## src/hw/rtl/sfd_pkg.sv

```systemverilog
// Shared types, constants and helpers for the serial-bus frame decoder.
`timescale 1ns / 1ps

package sfd_pkg;

  localparam int unsigned FRAME_BYTES = 24;
  localparam int unsigned FILL_W      = $clog2(FRAME_BYTES + 1);
  localparam int unsigned CHAN_W      = 12;
  localparam int unsigned CNT_W       = 16;

  localparam logic [7:0]        SYNC_BYTE   = 8'h0F;
  localparam logic [CHAN_W-1:0] CHAN_OFFSET = 12'd1980;
  localparam int unsigned       FLAG_BYTE   = 23;
  localparam int unsigned       LOST_BIT    = 2;
  localparam int unsigned       FAILSAFE_BIT = 3;

  typedef logic [7:0]        byte_t;
  typedef logic [CNT_W-1:0]  cnt_t;
  typedef logic [CHAN_W-1:0] chan_t;
  typedef logic [FILL_W-1:0] fill_t;

  typedef enum logic [0:0] {
    CFG_GAP_TICKS  = 1'b0,
    CFG_CHECK_MODE = 1'b1
  } cfg_reg_e;

  // 11-bit channel field to output value
  function automatic chan_t chan_f(input logic [10:0] raw);
    chan_f = {1'b0, raw} + CHAN_OFFSET;
  endfunction

endpackage

```

## src/hw/rtl/sfd_cell.sv

```systemverilog
// One byte cell of the frame shift chain.
`timescale 1ns / 1ps

module sfd_cell
  import sfd_pkg::*;
(
  input  logic  clk_i,
  input  logic  shift_i,
  input  byte_t byte_i,
  output byte_t byte_o
);

  byte_t byte_q;

  always_ff @(posedge clk_i) begin
    if (shift_i) begin
      byte_q <= byte_i;
    end
  end

  assign byte_o = byte_q;

endmodule

```

## src/hw/rtl/sbus_frame_receiver_decoder.sv

```systemverilog
// Top level: frame sync, byte cell chain, channel unpack and result register.
// A completing byte's result is registered and shows on the output in the cycle after its beat.
// Throughput: one input beat per cycle; a pending result stalls input only
// while out_ready_i is low (single output register, ready passes through).
// Reset (rst_ni low, async): fill count, counters, timing and config clear; byte cells
// (byte k ends in cell 23-k) hold no reset value and are only read once a frame has filled.
`timescale 1ns / 1ps

module sbus_frame_receiver_decoder
  import sfd_pkg::*;
(
  input  logic        clk_i,
  input  logic        rst_ni,
  // configuration
  input  logic        cfg_we_i,
  input  logic [0:0]  cfg_idx_i,
  input  logic [15:0] cfg_wdata_i,
  // input beats
  input  logic        in_valid_i,
  output logic        in_ready_o,
  input  logic [7:0]  rx_byte_i,
  input  logic        framing_error_i,
  input  logic        parity_error_i,
  input  logic [15:0] heartbeat_count_i,
  // result beats
  output logic        out_valid_o,
  input  logic        out_ready_i,
  output logic [11:0] chan1_o,
  output logic [11:0] chan2_o,
  output logic [11:0] chan3_o,
  output logic [11:0] chan4_o,
  output logic [11:0] chan5_o,
  output logic [11:0] chan6_o,
  output logic [11:0] chan7_o,
  output logic [15:0] lost_total_o,
  output logic [15:0] failsafe_total_o,
  output logic [15:0] frame_interval_o,
  output logic [15:0] framing_total_o,
  output logic [15:0] parity_total_o
);

  // configuration
  cnt_t gap_q;
  logic check_q;

  always_ff @(posedge clk_i or negedge rst_ni) begin
    if (!rst_ni) begin
      gap_q   <= '0;
      check_q <= 1'b0;
    end else if (cfg_we_i) begin
      case (cfg_reg_e'(cfg_idx_i))
        CFG_GAP_TICKS:  gap_q   <= cfg_wdata_i;
        CFG_CHECK_MODE: check_q <= cfg_wdata_i[0];
        default: ;
      endcase
    end
  end

  // handshake
  logic out_valid_q;
  logic in_fire;

  assign in_ready_o = !out_valid_q || out_ready_i;
  assign in_fire    = in_valid_i && in_ready_o;

  // frame control state
  fill_t fill_q, fill_d;
  cnt_t  start_q, start_d;
  cnt_t  ival_q, ival_d;
  logic  rep_q, rep_d;
  cnt_t  lost_q, lost_d;
  cnt_t  fsafe_q, fsafe_d;
  cnt_t  ferr_q, ferr_d;
  cnt_t  perr_q, perr_d;

  logic  bad_byte;
  logic  restart;
  cnt_t  dt;
  fill_t fill_eff;
  logic  rep_eff;
  logic  store_en;
  logic  emit;

  byte_t byte_q [FRAME_BYTES];
  byte_t frame_byte [FRAME_BYTES];

  // byte b of the frame sits in cell FRAME_BYTES-1-b
  for (genvar b = 0; b < FRAME_BYTES; b++) begin : g_frame_byte
    assign frame_byte[b] = byte_q[FRAME_BYTES-1-b];
  end

  always_comb begin
    fill_d   = fill_q;
    start_d  = start_q;
    ival_d   = ival_q;
    rep_d    = rep_q;
    lost_d   = lost_q;
    fsafe_d  = fsafe_q;
    ferr_d   = ferr_q;
    perr_d   = perr_q;
    store_en = 1'b0;
    emit     = 1'b0;

    bad_byte = check_q && (framing_error_i || parity_error_i);
    dt       = heartbeat_count_i - start_q;
    restart  = !bad_byte && (dt >= gap_q) && (rx_byte_i == SYNC_BYTE);
    fill_eff = restart ? '0 : fill_q;
    rep_eff  = restart ? 1'b0 : rep_q;

    if (in_fire) begin
      if (bad_byte) begin
        // framing error wins over parity error
        if (framing_error_i) begin
          ferr_d = ferr_q + 1'b1;
        end else begin
          perr_d = perr_q + 1'b1;
        end
      end else begin
        if (restart) begin
          start_d = heartbeat_count_i;
          ival_d  = dt;
        end
        rep_d = rep_eff;
        if (fill_eff < fill_t'(FRAME_BYTES)) begin
          store_en = 1'b1;
          fill_d   = fill_eff + 1'b1;
        end else if (!(check_q && rx_byte_i != 8'h00) && !rep_eff) begin
          emit  = 1'b1;
          rep_d = 1'b1;
          if (frame_byte[FLAG_BYTE][LOST_BIT]) begin
            lost_d = lost_q + 1'b1;
          end
          if (frame_byte[FLAG_BYTE][FAILSAFE_BIT]) begin
            fsafe_d = fsafe_q + 1'b1;
          end
        end else begin
          fill_d = fill_eff;
        end
      end
    end
  end

  always_ff @(posedge clk_i or negedge rst_ni) begin
    if (!rst_ni) begin
      fill_q  <= '0;
      start_q <= '0;
      ival_q  <= '0;
      rep_q   <= 1'b0;
      lost_q  <= '0;
      fsafe_q <= '0;
      ferr_q  <= '0;
      perr_q  <= '0;
    end else begin
      fill_q  <= fill_d;
      start_q <= start_d;
      ival_q  <= ival_d;
      rep_q   <= rep_d;
      lost_q  <= lost_d;
      fsafe_q <= fsafe_d;
      ferr_q  <= ferr_d;
      perr_q  <= perr_d;
    end
  end

  // byte cell chain
  for (genvar k = 0; k < FRAME_BYTES; k++) begin : g_cell
    if (k == 0) begin : g_head
      sfd_cell u_cell (
        .clk_i  (clk_i),
        .shift_i(store_en),
        .byte_i (rx_byte_i),
        .byte_o (byte_q[k])
      );
    end else begin : g_body
      sfd_cell u_cell (
        .clk_i  (clk_i),
        .shift_i(store_en),
        .byte_i (byte_q[k-1]),
        .byte_o (byte_q[k])
      );
    end
  end

  // result register
  chan_t ch1_q, ch2_q, ch3_q, ch4_q, ch5_q, ch6_q, ch7_q;
  cnt_t  lost_o_q, fsafe_o_q, ival_o_q, ferr_o_q, perr_o_q;

  always_ff @(posedge clk_i or negedge rst_ni) begin
    if (!rst_ni) begin
      out_valid_q <= 1'b0;
    end else if (emit) begin
      out_valid_q <= 1'b1;
    end else if (out_ready_i) begin
      out_valid_q <= 1'b0;
    end
  end

  always_ff @(posedge clk_i) begin
    if (emit) begin
      ch1_q     <= chan_f({frame_byte[2][2:0], frame_byte[1]});
      ch2_q     <= chan_f({frame_byte[3][5:0], frame_byte[2][7:3]});
      ch3_q     <= chan_f({frame_byte[5][0], frame_byte[4], frame_byte[3][7:6]});
      ch4_q     <= chan_f({frame_byte[6][3:0], frame_byte[5][7:1]});
      ch5_q     <= chan_f({frame_byte[7][6:0], frame_byte[6][7:4]});
      ch6_q     <= chan_f({frame_byte[9][1:0], frame_byte[8], frame_byte[7][7]});
      ch7_q     <= chan_f({frame_byte[10][4:0], frame_byte[9][7:2]});
      lost_o_q  <= lost_d;
      fsafe_o_q <= fsafe_d;
      ival_o_q  <= ival_q;
      ferr_o_q  <= ferr_q;
      perr_o_q  <= perr_q;
    end
  end

  assign out_valid_o      = out_valid_q;
  assign chan1_o          = ch1_q;
  assign chan2_o          = ch2_q;
  assign chan3_o          = ch3_q;
  assign chan4_o          = ch4_q;
  assign chan5_o          = ch5_q;
  assign chan6_o          = ch6_q;
  assign chan7_o          = ch7_q;
  assign lost_total_o     = lost_o_q;
  assign failsafe_total_o = fsafe_o_q;
  assign frame_interval_o = ival_o_q;
  assign framing_total_o  = ferr_o_q;
  assign parity_total_o   = perr_o_q;

`ifndef ASSERT_OFF
  a_fill_range: assert property (@(posedge clk_i) disable iff (!rst_ni)
    fill_q <= fill_t'(FRAME_BYTES))
    else $error("fill count above frame length");

  a_rep_full: assert property (@(posedge clk_i) disable iff (!rst_ni)
    rep_q |-> fill_q == fill_t'(FRAME_BYTES))
    else $error("frame marked reported before it filled");

  a_emit_full: assert property (@(posedge clk_i) disable iff (!rst_ni)
    emit |-> fill_q == fill_t'(FRAME_BYTES) && !restart)
    else $error("result from a frame that is not full");

  a_emit_once: assert property (@(posedge clk_i) disable iff (!rst_ni)
    emit |=> rep_q && out_valid_q)
    else $error("reported flag or result beat missing after completion");

  a_stall_cause: assert property (@(posedge clk_i) disable iff (!rst_ni)
    !in_ready_o |-> out_valid_q && !out_ready_i)
    else $error("input stalled without a pending result");
`endif

endmodule

```

## config.mk

```make
export PLATFORM = sky130hd
export DESIGN_NAME = sbus_frame_receiver_decoder
export DESIGN_NICKNAME = d
export VERILOG_FILES = /design/src/hw/rtl/sfd_pkg.sv /design/src/hw/rtl/sfd_cell.sv /design/src/hw/rtl/sbus_frame_receiver_decoder.sv
export SDC_FILE = /design/constraint.sdc
export NUM_CORES = 1
export LEC_CHECK = 0
export BUFFER_PORTS_ARGS = -buffer_cell sky130_fd_sc_hd__buf_2
export CAP_MARGIN = 0
export CELL_PAD_IN_SITES_DETAIL_PLACEMENT = 0
export CELL_PAD_IN_SITES_GLOBAL_PLACEMENT = 1
export CORE_UTILIZATION = 52
export CTS_CLUSTER_SIZE = 28
export DETAILED_ROUTE_END_ITERATION = 16
export PLACE_DENSITY = 0.86
export SLEW_MARGIN = 15
export SYNTH_ARGS = -nofsm -noshare
export SYNTH_HDL_FRONTEND = slang
export SYNTH_SLANG_ARGS = --single-unit
export TNS_END_PERCENT = 50
```

## constraint.sdc

```tcl
create_clock -name clk_i -period 15.5 [get_ports clk_i]
set_clock_uncertainty 0.15 [all_clocks]
set_input_delay 0 -clock clk_i [delete_from_list [all_inputs] [get_ports clk_i]]
set_output_delay 0 -clock clk_i [all_outputs]
set_load 0.02 [all_outputs]
```

==> impl_results.md <==
- Status: finished, final reports clean
- Min cycle time layout: 5.84 ns
- Share of the yosys chip area belonging to registers: 76.2%
- DP HPWL: 20700 µm
- DRT Wirelength: 31900 µm
- # resized after CTS: 0
- Synth unique cells: 59
- Setup bufs post-CTS: 0
- CTS tree: done
- Max Cap Viol: 0
- Syn-to-layout area delta: 22.3%
- Post-synth ARST share: 25.6%
- Peak VDD IR: 0.0828 mV
- Count leader, synth: edfxtp_1
- GR Overflow Total: 0
- Syn Nets: 1213
- CP Cell Sequence: inv_1 > ha_1 > nand2_1 > nor4_1 > o211ai_1 > a31o_2 > mux2i_1 > nand2_1 > ha_1 > a21oi_1 > o21ai_0 > a21oi_1 > or2_0 > nand3_2 > inv_6 > buf_4 > buf_16
- Clk Latency, worst-skew pair: 0.54 ns
- GRT Total Usage: 18.7%
- Root Buffer: clkbuf_16
- RSZ-0062 raised after global routing: false
- Final ANT Viol Nets: 0
- Synthesized area per cell: 15.7 µm²
- Multi-input logic area: 0.00388 mm²
- DRC: 0
- Top cell type's share of synthesized area: 59.2%
- First-pass GRT wire length: 49700 µm
- Most frequent cells after synthesis: 348 x edfxtp_1, 120 x dfrtp_1, 105 x nand2_1
- Port buffer count: 213
- Pleak: 8.73 nW
- First-pass DRT Iterations: 7
- Cell taking the most area after synthesis: edfxtp_1
- DIE AREA: 0.0347 mm²
- DR vias: 9848
- Top FF cell, synth: edfxtp_1
- Crit end category: flip-flop
- Final worst setup slack: 9.66 ns
- CTS Buf Count: 46
- Yosys warns: 0
- Worst Tran Pin Value: 1.18 ns
- Final Cycle Share: 37.6%
- Hold Path Class: in2async
- Final #Nets: 1542
- Register area: 0.0135 mm²
- CP startpoint kind: flip-flop
- Register bit total from synthesis: 468
- CTS H-tree depth: 2
- I/O pin count: 214
- Relative slew slack: 21.3%
- WL/cell: 16.5 µm
- Initial antenna violation count: 0
- Fmax: 0.171 GHz
- Vias in the first global route: 9385
- Die height: 186 µm
- Cell area after synthesis: 0.0177 mm²
- Post-synth EDFFs: 348
- Die width: 186 µm
- Placement row count: 67
- DRT iter0 DRCs: 768
- Fin. max-slew vios: 0
- Slowest CP cell: inv_6
- Crit Path Class: reg2reg
- Post-CTS Hold Fix Bufs: 77
- Antenna fix cells: 0
- Setup_tns: 0 ns
- Clock tree sinks: 468
- Via/cell ratio: 5.09
- Worst path required time: 15.57 ns
- Initial Utilization: 52.8%
- Place WS: 9.51 ns
- Placed Area: 0.0193 mm²
- Finish-stage setup viols: 0
- Core ar.: 0.0334 mm²
- CP Max Fanout: 75
- Top cells by area, synth: edfxtp_1 59%, dfrtp_1 17%, xor2_1 3.3%, ha_1 3.0%, xnor2_1 2.7%
- Fill cell total of the finished layout: 2410
- Largest net degree at the start of global routing: 187
- Slowest stage delay, CP: 0.67 ns
- Pwr/cell area: 142 mW/mm²
- Share of cells above drive strength 1: 21.7%
- Clock Tree Buf Depth: 3
- Syn Inst Count: 1121
- Final hold viol count: 0
- Finished Cell Area: 0.0216 mm²
- Clock slew at reported path FFs: 0.06 ns
- CP arrival: 5.91 ns
- Gp weighted congestion: 0.831
[layout make-up]
class                   count  share of cell area [%]
flip-flops and latches    468                    62.3
multi-input cells         575                    18.0
repair buffers            295                    8.85
clock buffers              67                    6.36
well taps                 448                    2.60
inverters                  64                    1.14
clock inverters            18                   0.736
[critical path: cells and delay by family (launching register included)]
| kind | cells | cell delay (ns) |
|---|---|---|
| flops | 1 | 0.32 |
| simple gates | 5 | 1.53 |
| buf+inv | 4 | 1.63 |
| compound gates | 5 | 0.93 |
| fa+ha+maj | 2 | 0.71 |
| mux | 1 | 0.19 |
[cell usage in the layout (no fill, tap or decap), types with 4 or more instances in the layout]
cell	count
inv_1	62
nor3_1	27
o21ai_0	41
xnor2_1	54
clkbuf_16	49
clkbuf_8	8
inv_6	4
and2_1	10
a31oi_1	4
a21oi_1	16
clkbuf_1	10
mux2_2	11
or3_1	7
nand2_1	105
nand3_1	35
buf_4	4
nand4_1	9
dfrtp_1	120
xor2_1	66
a21o_1	6
clkinv_2	6
nor2_1	47
o21a_1	5
edfxtp_1	348
dlygate4sd3_1	77
ha_1	43
nor4_1	15
buf_2	212
and3_1	19
o41ai_1	7
[final timing paths]
kind	startpoint	endpoint	slack [ns]	depth (start not counted)
max in group asynchronous	rst_ni	ival_q[10]	14.00	3
hold / removal	rst_ni	start_q[14]	0.04	2
hold reg to reg	g_cell[7].g_body.u_cell.byte_o[6]	g_cell[8].g_body.u_cell.byte_o[6]	0.26	0
setup / recovery	start_q[8]	chan1_o[6]	9.66	17
setup reg to reg	start_q[8]	chan1_o[6]	9.66	17
min in group clk_i	rx_byte_i[4]	g_cell[0].g_head.u_cell.byte_o[4]	0.05	2
[registers in the layout, summed over array words and instances, names as in the netlist, 16 cells and up]
signal and flops:
failsafe_total_o 16, ferr_q 16, frame_interval_o 16, framing_total_o 16
fsafe_q 16, g_cell.g_body.u_cell.byte_o 176, gap_q 16, ival_q 16
lost_q 16, lost_total_o 16, parity_total_o 16, perr_q 16
start_q 16
[routing by layer]
| metal | vias to the layer above | track usage [%] | wire (µm) |
|---|---|---|---|
| met5 | - | 0 | 0 |
| met4 | 0 | 4.69 | 534 |
| met3 | 42 | 3.74 | 2280 |
| met2 | 313 | 30.3 | 14900 |
| met1 | 4768 | 26.1 | 14200 |
| li1 | 4725 | - | - |
[through the flow]
stage / hold slack (ns) / util, % / std cells / power, mW
after CTS: 0.0271 / 64.5 / 1934 / 3.08
after detailed placement: 0.0570 / 57.6 / 1772 / 1.96
after floorplan: -0.446 / - / 1121 / 1.85
final: 0.0388 / 64.5 / 1935 / 3.06
after global routing: 0.0424 / 64.5 / 1935 / 3.18
after global placement: 0.0539 / 57.6 / 1772 / 1.94
[report_power, final]
group	switching, mW	internal, mW
combinational	0.197	0.116
sequential	0.0859	1.55
clock	0.451	0.651
[cells by family after synthesis]
family	Yosys count	share of synthesized area, %
compound gates	100	3.74
flops	468	76.2
xor+xnor	120	5.95
buf+inv	78	1.79
simple gates	297	8.26
mux	14	0.879
fa+ha+maj	44	3.16
No activity file was read; power rests on OpenSTA's default activity.
